## src/hdl/gcsl_pkg.sv

```systemverilog
// Shared constants, types and helper functions of the Gray-code structured light decoder.
package gcsl_pkg;

  // Pixel addressing and per-pixel store depth.
  localparam int PIX_W  = 20;
  localparam int PIXELS = 1 << PIX_W;

  // Field widths.
  localparam int FRAME_W  = 5;
  localparam int VAL_W    = 8;
  localparam int CODE_W   = 16;
  localparam int BITS_W   = 5;
  localparam int BITPOS_W = 4;

  // Number of code frames in each direction.
  localparam int HORZ_FRAMES = 10;
  localparam int VERT_FRAMES = 6;

  // Frame numbers with a fixed meaning.
  localparam logic [FRAME_W-1:0] FRAME_WHITE = 5'd0;
  localparam logic [FRAME_W-1:0] FRAME_BLACK = 5'd1;
  localparam logic [FRAME_W-1:0] FRAME_CODE0 = 5'd2;

  // Stream bus widths, padded to whole bytes.
  localparam int IN_TDATA_W  = 40;
  localparam int OUT_TDATA_W = 64;
  localparam int OUT_USED_W  = PIX_W + 2 * CODE_W + VAL_W + 1;

  // Configuration port.
  localparam int CFG_IDX_W  = 3;
  localparam int CFG_DATA_W = 8;

  localparam logic [CFG_IDX_W-1:0] CFG_HORZ_ENABLE     = 3'd0;
  localparam logic [CFG_IDX_W-1:0] CFG_VERT_ENABLE     = 3'd1;
  localparam logic [CFG_IDX_W-1:0] CFG_HORZ_BITS       = 3'd2;
  localparam logic [CFG_IDX_W-1:0] CFG_VERT_BITS       = 3'd3;
  localparam logic [CFG_IDX_W-1:0] CFG_SHADE_THRESHOLD = 3'd4;

  localparam logic              RST_HORZ_ENABLE     = 1'b1;
  localparam logic              RST_VERT_ENABLE     = 1'b1;
  localparam logic [BITS_W-1:0] RST_HORZ_BITS       = 5'd10;
  localparam logic [BITS_W-1:0] RST_VERT_BITS       = 5'd6;
  localparam logic [VAL_W-1:0]  RST_SHADE_THRESHOLD = 8'd20;

  // Largest code width that the accumulators hold.
  localparam logic [BITS_W-1:0] BITS_MAX = 5'd16;

  // One per-pixel record of the store.
  typedef struct packed {
    logic [CODE_W-1:0] row_acc;
    logic [CODE_W-1:0] col_acc;
    logic [VAL_W-1:0]  black;
    logic [VAL_W-1:0]  white;
  } rec_t;

  // Decoded meaning of one accepted frame sample.
  typedef struct packed {
    logic                is_white;
    logic                is_black;
    logic                set_col;
    logic                set_row;
    logic [BITPOS_W-1:0] bitpos;
    logic                is_last;
  } dec_t;

  // Finished per-pixel result on its way to the output stage.
  typedef struct packed {
    logic [PIX_W-1:0]  pix;
    logic [CODE_W-1:0] col_gray;
    logic [CODE_W-1:0] row_gray;
    logic [VAL_W-1:0]  shade;
  } res_t;

  // Subtraction that clamps at zero.
  function automatic logic [VAL_W-1:0] sat_sub(input logic [VAL_W-1:0] a,
                                               input logic [VAL_W-1:0] b);
    sat_sub = (a > b) ? a - b : '0;
  endfunction

  // Gray to binary as a prefix XOR from the top bit down.
  function automatic logic [CODE_W-1:0] gray_to_bin(input logic [CODE_W-1:0] g);
    logic [CODE_W-1:0] b;
    b = g;
    b = b ^ (b >> 1);
    b = b ^ (b >> 2);
    b = b ^ (b >> 4);
    b = b ^ (b >> 8);
    gray_to_bin = b;
  endfunction

endpackage

```

## src/hdl/gcsl_output.sv

```systemverilog
// Result stages: Gray to binary conversion, mask compare and the output register.
module gcsl_output (
  input  logic                           clk,
  input  logic                           rst_n,
  input  logic                           res_valid,
  input  gcsl_pkg::res_t                 res,
  output logic                           res_ready,
  input  logic                           horz_enable,
  input  logic                           vert_enable,
  input  logic [gcsl_pkg::VAL_W-1:0]     shade_threshold,
  output logic                           out_tvalid,
  input  logic                           out_tready,
  output logic [gcsl_pkg::OUT_TDATA_W-1:0] out_tdata
);

  logic           s3_vld_r;
  logic           s3_vld_nxt;
  gcsl_pkg::res_t s3_res_r;

  logic                             out_vld_r;
  logic                             out_vld_nxt;
  logic [gcsl_pkg::OUT_TDATA_W-1:0] out_data_r;
  logic [gcsl_pkg::OUT_TDATA_W-1:0] out_data_nxt;

  logic                         s4_free;
  logic                         s3_go;
  logic                         s3_ld;
  logic [gcsl_pkg::CODE_W-1:0]  col_bin;
  logic [gcsl_pkg::CODE_W-1:0]  row_bin;
  logic                         fg_mask;

  // Handshake between the result register and the output register.
  always_comb begin
    s4_free   = !out_vld_r || out_tready;
    s3_go     = s3_vld_r && s4_free;
    res_ready = !s3_vld_r || s4_free;
    s3_ld     = res_valid && res_ready;
  end

  always_comb begin
    s3_vld_nxt = s3_vld_r;
    if (s3_ld) begin
      s3_vld_nxt = 1'b1;
    end else if (s3_go) begin
      s3_vld_nxt = 1'b0;
    end
  end

  always_ff @(posedge clk) begin
    if (!rst_n) begin
      s3_vld_r <= 1'b0;
    end else begin
      s3_vld_r <= s3_vld_nxt;
    end
  end

  always_ff @(posedge clk) begin
    if (s3_ld) begin
      s3_res_r <= res;
    end
  end

  // Code conversion and foreground decision.
  always_comb begin
    col_bin = horz_enable ? gcsl_pkg::gray_to_bin(s3_res_r.col_gray) : '0;
    row_bin = vert_enable ? gcsl_pkg::gray_to_bin(s3_res_r.row_gray) : '0;
    fg_mask = s3_res_r.shade > shade_threshold;
    out_data_nxt = {
      {(gcsl_pkg::OUT_TDATA_W - gcsl_pkg::OUT_USED_W){1'b0}},
      fg_mask, s3_res_r.shade, row_bin, col_bin, s3_res_r.pix
    };
  end

  // Output register: takes a new result whenever it is empty or the current one is taken.
  always_comb begin
    out_vld_nxt = out_vld_r;
    if (s3_go) begin
      out_vld_nxt = 1'b1;
    end else if (out_tready) begin
      out_vld_nxt = 1'b0;
    end
  end

  always_ff @(posedge clk) begin
    if (!rst_n) begin
      out_vld_r <= 1'b0;
    end else begin
      out_vld_r <= out_vld_nxt;
    end
  end

  always_ff @(posedge clk) begin
    if (s3_go) begin
      out_data_r <= out_data_nxt;
    end
  end

  assign out_tvalid = out_vld_r;
  assign out_tdata  = out_data_r;

endmodule
```

## config.mk

```make
export PLATFORM = sky130hd
export DESIGN_NAME = gcsl_output
export DESIGN_NICKNAME = d
export VERILOG_FILES = /design/src/hdl/gcsl_pkg.sv /design/src/hdl/gcsl_output.sv
export SDC_FILE = /design/constraint.sdc
export NUM_CORES = 1
export LEC_CHECK = 0
export ABC_CLOCK_PERIOD_IN_PS = 4300
export BUFFER_PORTS_ARGS = -buffer_cell sky130_fd_sc_hd__buf_2
export CORE_AREA = 2 2 128 130
export CTS_BUF_LIST = sky130_fd_sc_hd__clkbuf_8 sky130_fd_sc_hd__clkbuf_16
export DETAILED_ROUTE_END_ITERATION = 7
export DIE_AREA = 0 0 130 132
export SYNTH_ARGS = -nofsm -noshare
export SYNTH_HDL_FRONTEND = slang
export SYNTH_SLANG_ARGS = --single-unit
export TNS_END_PERCENT = 10
```

## constraint.sdc

```tcl
create_clock -name clk -period 4.3 [get_ports clk]
set_clock_uncertainty 0.2 [all_clocks]
set_input_delay 0.43 -clock clk [delete_from_list [all_inputs] [get_ports clk]]
set_output_delay 0.43 -clock clk [all_outputs]
set_load 0.1 [all_outputs]
```

Word level (Yosys, flattened, before mapping)
Cells that the tools add are included.
{"block": "word_totals", "reg_bits": 123, "in_bits": 74, "out_inout_bits": 66, "word_cells": 30}
{"block": "classes", "n_lt_le_gt_ge": 1, "muxes": 4, "n_bitwise": 8, "n_reduce_logical": 8}
{"operator": "16-bit by 12-bit bitwise XOR with 16-bit output", "n": 2}
{"operator": "16-bit by 14-bit bitwise XOR with 16-bit output", "n": 2}
{"operator": "16-bit by 15-bit bitwise XOR with 16-bit output", "n": 2}
{"operator": "16-bit by 8-bit bitwise XOR with 16-bit output", "n": 2}
{"operator": "8-bit greater-than comparator", "n": 1}
{"operator": "1-bit two-way mux", "n": 4}
{"operator": "2-bit nonzero test", "n": 2}
{"operator": "1-bit logical AND", "n": 2}
{"operator": "1-bit zero test", "n": 2}
{"operator": "1-bit logical OR", "n": 2}

Depth between registers and ports, before layout
Gate-level depths: netlist of the first run.
{"block": "logic_depth", "depth_word": 5, "mapped_depth": 8, "ltp_nobuf": 8}

Worst setup path before layout of the first run
No wires, ideal clock.
{"block": "synth_timing", "path_type": "reg2reg", "from": "reg out_vld_r, in the netlist out_tvalid", "to": "reg out_data_r (netlist bit out_tdata[0]) (enable)", "setup_ns": 0.487, "t_arrival_ns": 3.677, "required_ns": 3.613, "slack_ns": -0.064, "stages_incl_launch_ff": 3, "synth_period_minus_slack_ns": 4.364, "path_cell_list": "dfxtp_1 -> nor2b_1 -> nor2b_1"}
{"block": "synth_via", "elab_chain_cells": 3}
{"item": "from (decl)", "line": "gcsl_output.sv:20", "text": "logic out_vld_r;"}
{"item": "from (signal assigned)", "line": "gcsl_output.sv:88", "text": "out_vld_r <= out_vld_nxt;"}
{"item": "1-bit zero test", "line": "gcsl_output.sv:34", "text": "s4_free = !out_vld_r || out_tready;"}
{"item": "1-bit logical OR", "line": "gcsl_output.sv:34"}
{"item": "1-bit logical AND", "line": "gcsl_output.sv:35", "text": "s3_go = s3_vld_r && s4_free;"}
{"item": "to (signal assigned)", "line": "gcsl_output.sv:94", "text": "out_data_r <= out_data_nxt;"}
{"item": "to (decl)", "line": "gcsl_output.sv:22", "text": "logic [gcsl_pkg::OUT_TDATA_W-1:0] out_data_r;"}
No other way between the ends.
A chain may end at the register's enable or synchronous reset.

Worst setup path after layout of the first run
{"block": "layout_timing", "from": "reg s3_res_r[23] in the netlist's numbering", "to": "reg out_data_r (netlist bit out_tdata[36]), data pin"}
{"block": "layout_via", "elab_chain_cells": 4}
{"item": "from (decl)", "line": "gcsl_output.sv:18", "text": "gcsl_pkg::res_t s3_res_r;"}
{"item": "from (signal assigned)", "line": "gcsl_output.sv:59", "text": "s3_res_r <= res;"}
{"item": "16-bit by 15-bit bitwise XOR with 16-bit output", "line": "gcsl_pkg.sv:84", "text": "b = b ^ (b >> 1);"}
{"item": "16-bit by 14-bit bitwise XOR with 16-bit output", "line": "gcsl_pkg.sv:85", "text": "b = b ^ (b >> 2);"}
{"item": "16-bit by 12-bit bitwise XOR with 16-bit output", "line": "gcsl_pkg.sv:86", "text": "b = b ^ (b >> 4);"}
{"item": "16-bit by 8-bit bitwise XOR with 16-bit output", "line": "gcsl_pkg.sv:87", "text": "b = b ^ (b >> 8);"}
No other way between the ends.

==> flow_summary.yaml, run 1 <==
finish:
  fill_cells: 1415
  final_net_count: 544
  drive_gt1_share_pct: 38.53
  final_common_cell: "buf_2"
  syn_to_final_growth_pct: 48.46
  final_core_util_pct: 43.76
  final_cell_mix: "136 x buf_2, 121 x edfxtp_1, 60 x dlygate4sd3_1"
  diodes: 0
  final_area_mm2: 0.006877
setup_path:
  crit_path_cell_trace: "xnor3_2, xnor3_2, xnor2_4, xnor3_2, xnor2_1, nor2_1"
  crit_arrival_ps: 2660
  cp-start-kind: "flip-flop"
  cpMostUsedCell: "xnor3_2"
  cp_max_fo: 5
  crit_path_end_kind: "flip-flop"
  critPathKind: "flip-flop to flip-flop"
  worst-path-buf-inv: 0
  slowest_stage: "xnor3_2"
  cp.required_ps: 4250
  crit_family: "XOR/XNOR gates"
  cp_slowest_stage_delay_ps: 500
timing:
  setup_tns_ps: 0
  max_freq_mhz: 369.5
  grt_setup_unrepaired: "no"
  fin_crit_ps: 2706
  hold_viol_final: 0
  fin_crit_sh_pct: 62.94
  slew_headroom_pct: 52.73
  tightest_slew_ps: 709.1
  drv_slew: 0
  setup_viol: 0
power:
  vdd_drop_max_mv: 0.2579
  p_total_w: 0.003813
  power_density_mw_per_mm2: 554.4
  p_leak_nw: 2.796
global_route:
  globalRoute.totalOverflow: 0
  antenna_found_initial: 0
  grt_pass1_vias: 3025
  grt_start_max_net_pins: 34
  track_usage_pct: 11.65
  grt_pass1_wl_um: 14960
detailed_routing:
  antenna_left: 0
  firstDrtPassIters: 4
  wl_per_cell_um: 13.48
  drtIter0Drc: 74
  vias: 2733
  via_per_inst: 3.955
  totalWireLength_um: 9314
  route.detailed.drc: 0
place:
  finalWeightedCongestion: 0.7185
  post_dp_cell_area_mm2: 0.005592
  portBuffers: 136
  dpl.hpwl_um: 6357
outcome:
  status: "finished clean"
logic_synthesis:
  muxShareOfSynthArea_pct: 0
  synthesis.area_mm2: 0.004632
  synth_xor_area_share_pct: 10.45
  synth.distinct_cells: 27
  synth_adder_area_share_pct: 2.161
  ys_seq_elements: 123
  synth_compound_area_share_pct: 1.297
  ys_warn_count: 0
  yosysSeqAreaShare_pct: 79.31
  avgSynthCellArea_um2: 18.75
  yosys.area_share.simple_pct: 5.240
  synth_top_family_by_area: "XOR/XNOR gates"
  synthCells: 247
cts:
  clk_latency_ps: 410
  cts_hold_buf: 59
  path_clk_slew_ps: 60
  clockRootBuffer: "clkbuf_16"
  clock_sinks: 123
  cts_tree: "built"
  cts_max_level: 4
  cts_made_buffers: 17
  cts_setup_buffers: 0
  cts_resized: 0
  max-clock-path-buffers: 2
die:
  ios: 140
  die_area_mm2: 0.01716
  fp.dieH_um: 132
  die_width_um: 130
  start_util_pct: 29.48
  row_count: 46
  fp.coreArea_mm2: 0.01571
flow_run:
  maxCapViolations: 0
hold_path:
  worst_hold_path_type: "input pin to flip-flop"
-- registers in the layout, summed over array words and instances (netlist names) --
name and count:
out_data_nxt 28, out_tdata 61, out_tvalid 1, s3_res_r 32, s3_vld_r 1
-- final cells by class --
| cell class | count | area (um2) | share of cell area (%) |
|---|---|---|---|
| timing repair buffer | 199 | 1304 | 18.96 |
| clock buffer | 20 | 466.7 | 6.787 |
| sequential | 123 | 3674 | 53.42 |
| multi-input combinational | 111 | 907.1 | 13.19 |
| clock inverter | 12 | 217.7 | 3.166 |
| tap | 216 | 270.3 | 3.930 |
| inverter | 10 | 37.54 | 0.5459 |
-- metrics by stage --
step	worst slack, ps	hold WS (ps)	instances
4_1_cts	1581	1.894	690
3_5_place_dp	1592	207.0	599
5_1_grt	1448	38.63	691
3_3_place_gp	1624	200.2	599
6_report	1594	44.57	691
2_1_floorplan	509.5	200.3	249
-- cell usage after synthesis, drive strengths merged --
| cell type | instances | area share [%] |
|---|---|---|
| ha | 8 | 2.2 |
| nor2b | 4 | 0.54 |
| xnor3 | 5 | 2.5 |
| dfxtp | 2 | 0.86 |
| or2 | 1 | 0.14 |
| buf | 3 | 0.49 |
| xor2 | 18 | 3.6 |
| and2 | 14 | 2.0 |
| o21a | 2 | 0.32 |
| nand2b | 1 | 0.14 |
| conb | 1 | 0.081 |
| xor3 | 1 | 0.54 |
| inv | 10 | 0.81 |
| xnor2 | 18 | 3.8 |
| nor2 | 21 | 1.7 |
| nor3 | 3 | 0.32 |
| a21o | 2 | 0.32 |
| a21oi | 4 | 0.43 |
| o21ai | 2 | 0.22 |
| edfxtp | 121 | 78 |
| nand2 | 2 | 0.16 |
| clkbuf | 2 | 0.16 |
| nand4 | 2 | 0.27 |
-- logic make-up (layout without fill, tap and decap cells) --
logic type               after synthesis  after routing
adder cells (fa/ha/maj)                8              8
other                                  1              3
flip-flops                           123            123
buffers and inverters                 15            241
XOR/XNOR                              42             42
AO/OA/AOI/OAI                         10             10
AND/OR/NAND/NOR                       48             48
-- final timing paths --
path / startpoint / endpoint / slack [ps] / cells after the start
worst max-delay path: s3_res_r[23] / out_tdata[36] / 1590 / 6
worst min-delay path: rst_n / out_tvalid / 40 / 2
worst max register to register: s3_res_r[23] / out_tdata[36] / 1590 / 6
worst min register to register: out_data_nxt[9] / out_tdata[9] / 210 / 0
-- layer usage --
metal  routed length [um]  share of wire (%)  vias up  global-route usage [%]
met1                 3822                 41     1304                   13.08
li1                     -                  -     1321                       -
met5                    0                  0        -                       0
met2                 4707                 51       90                   18.82
met4                  207                2.2        0                   5.974
met3                  576                6.2       18                   4.911
-- power breakdown --
part	total, W	leakage [nW]	internal (W)	switching, W
logic	0.000729	1.28	0.000234	0.000495
clock network	0.00163	0.333	0.00113	0.000500
registers	0.00145	1.18	0.00143	0.0000277
total	0.00381	2.80	0.00279	0.00102
(Power assumes the default switching activity.)
==> run 2: changes to the inputs <==
--- a/config.mk
+++ b/config.mk
@@ -5,12 +5,13 @@
 export SDC_FILE = /design/constraint.sdc
 export NUM_CORES = 1
 export LEC_CHECK = 0
-export ABC_CLOCK_PERIOD_IN_PS = 4300
+export ABC_AREA = 1
+export ABC_CLOCK_PERIOD_IN_PS = 2650
 export BUFFER_PORTS_ARGS = -buffer_cell sky130_fd_sc_hd__buf_2
-export CORE_AREA = 2 2 128 130
+export CORE_AREA = 2 2 142 144
 export CTS_BUF_LIST = sky130_fd_sc_hd__clkbuf_8 sky130_fd_sc_hd__clkbuf_16
 export DETAILED_ROUTE_END_ITERATION = 7
-export DIE_AREA = 0 0 130 132
+export DIE_AREA = 0 0 144 146
 export SYNTH_ARGS = -nofsm -noshare
 export SYNTH_HDL_FRONTEND = slang
 export SYNTH_SLANG_ARGS = --single-unit
==> constraint.sdc (replaced) <==
create_clock -name clk -period 2.65 [get_ports clk]
set_clock_uncertainty 0.2 [all_clocks]
set_input_delay 0.265 -clock clk [delete_from_list [all_inputs] [get_ports clk]]
set_output_delay 0.265 -clock clk [all_outputs]
set_load 0.1 [all_outputs]
==> run 2 against run 1 <==
- clock power rose by 26%
- utilization fell by 2.8 points
- die area rose by 23%
- register-to-register slack worse by 690 ps
- synthesized cell count is 140% higher
- largest cell class unchanged
- largest power group is now sequential cells
==> flow_summary.yaml, run 2 <==
outcome:
  status: "finished clean"
hold_path:
  worst_hold_path_type: "input pin to flip-flop"
finish:
  drive_gt1_share_pct: 23.70
  diodes: 0
  final_area_mm2: 0.007911
  final_common_cell: "nand2_1"
  final_cell_mix: "286 x nand2_1, 136 x buf_2, 121 x edfxtp_1"
  final_core_util_pct: 40.92
  largest_reg_flops: 61
  syn_to_final_growth_pct: 38.00
  final_net_count: 896
place:
  post-place-ws_ps: 899.4
  portBuffers: 136
  post_dp_cell_area_mm2: 0.006741
  dpl.hpwl_um: 9189
  finalWeightedCongestion: 0.7803
logic_synthesis:
  ys_seq_elements: 123
  async_flop_share_pct: 0
  synth.distinct_cells: 22
  netlist.area_leader.share_pct: 63.38
  synth_top_area_cell: "edfxtp_1"
  yosysMostFrequentCell: "nand2_1"
  synth_ff_type: "edfxtp_1"
  ys_warn_count: 0
  synthCells: 598
  synth-edff-count: 121
  yosysSeqAreaShare_pct: 64.08
  synthesis.area_mm2: 0.005733
  synthTopCellsByCount: "286 x nand2_1, 121 x edfxtp_1, 56 x inv_1"
  synth_area_leaders: "edfxtp_1 63%, nand2_1 19%, inv_1 3.7%"
  avgSynthCellArea_um2: 9.587
cts:
  clk_latency_ps: 410
  clockRootBuffer: "clkbuf_16"
  cts_made_buffers: 17
  clock_sinks: 123
  max-clock-path-buffers: 2
  cts_max_level: 4
  path_clk_slew_ps: 60
  cts_tree: "built"
  cts_resized: 0
die:
  die_width_um: 144
  fp.dieH_um: 146
  ios: 140
  start_util_pct: 29.65
  row_count: 51
  die_area_mm2: 0.02102
  fp.coreArea_mm2: 0.01933
power:
  vdd_drop_max_mv: 0.4101
  power_density_mw_per_mm2: 688.0
  p_leak_nw: 3.684
setup_path:
  cp_slowest_stage_delay_ps: 430
  crit_path_cell_trace: "nand3_4, buf_2"
  critPathKind: "flip-flop to output pin"
  slowest_stage: "buf_2"
  cp-start-kind: "flip-flop"
  cp_max_fo: 4
  crit_family: "buffers and inverters"
  cp.required_ps: 2180
  crit_path_end_kind: "output pin"
  crit_arrival_ps: 1290
  worst-path-buf-inv: 1
global_route:
  track_usage_pct: 12.60
  antenna_found_initial: 0
  globalRoute.totalOverflow: 0
  grt_pass1_vias: 4252
  grt_pass1_wl_um: 20470
  grt_start_max_net_pins: 40
timing:
  hold_viol_final: 0
  slew_headroom_pct: 64.71
  drv_slew: 0
  tightest_slew_ps: 529.3
  setup_viol: 0
  grt_setup_unrepaired: "no"
  max_freq_mhz: 569.0
  fin_crit_sh_pct: 66.32
  setup_tns_ps: 0
  fin_crit_ps: 1757
  layout_setup_ws_ps: 892.6
flow_run:
  maxCapViolations: 0
detailed_routing:
  drtIter0Drc: 180
  route.detailed.drc: 0
  wl_per_cell_um: 11.60
  totalWireLength_um: 12670
  via_per_inst: 4.037
  firstDrtPassIters: 4
  vias: 4408
  antenna_left: 0
## run 2: cell count changes in the layout (fill, tap and decap cells not counted), sizes merged, moves of 15 or more
cell / delta
a21oi: +15
inv: +51
nand2: +301
nand3: +18
nor2: +18
## run 2: worst reg2reg max path: cells and delay by family, from the launching register on
family	cells	cell delay [ps]
flops	1	460
buf+inv	2	240
simple gates	8	600
## run 2: cell families (layout without fill, tap and decap cells)
family / after synthesis / after routing / synth area share [%]
xor+xnor: 12 / 12 / 1.833
buf+inv: 69 / 296 / 5.151
flops: 123 / 123 / 64.08
other cells: 1 / 3 / 0.06541
simple gates: 362 / 362 / 25.08
fa+ha+maj: 8 / 8 / 1.746
compound gates: 23 / 23 / 2.051
## run 2: cell type report
cell class	count	area [um2]
clock buffers	17	425.4
clock inverters	15	103.9
fillers	1859	11420
inverters	60	229.0
multi-input cells	408	1795
flip-flops and latches	123	3675
well taps	265	331.6
repair buffers	204	1351
## run 2: path summary, 6_finish.rpt
path / start / to / slack [ps] / cells after the start
worst max-delay path: out_tvalid / res_ready / 890 / 2
worst min-delay path: vert_enable / out_tdata[51] / 90 / 3
worst max register to register: s3_res_r[31] / out_tdata[22] / 900 / 10
worst min register to register: out_data_nxt[15] / out_tdata[15] / 220 / 0
## run 2: per-layer routing
layer | vias to the layer above | track usage (%) | routed length [um]
li1 | 2352 | - | -
met2 | 90 | 20.55 | 6072
met4 | 0 | 4.706 | 220
met1 | 1951 | 15.45 | 5734
met3 | 15 | 4.212 | 643
met5 | - | 0 | 0
## run 2: through the flow
step	cells	hold WS, ps	power, W
floorplan	600	163.9	0.003159
global placement	996	200.1	0.003350
global route	1092	86.86	0.005703
detailed placement	996	205.1	0.003362
CTS	1092	70.15	0.005514
finish	1092	85.42	0.005443
## run 2: timing repair
| item | in CTS | in global routing |
|---|---|---|
| hold buffers | 64 | 0 |
| hold endpoints to repair | 62 | 0 |
| endpoints found under the setup margin | 0 | 0 |
| buffers inserted | 0 | 0 |
## run 2: power breakdown
part | internal (W) | switching [W]
registers | 0.00228 | 0.0000582
clock network | 0.00119 | 0.000866
logic | 0.000284 | 0.000767
total | 0.00375 | 0.00169
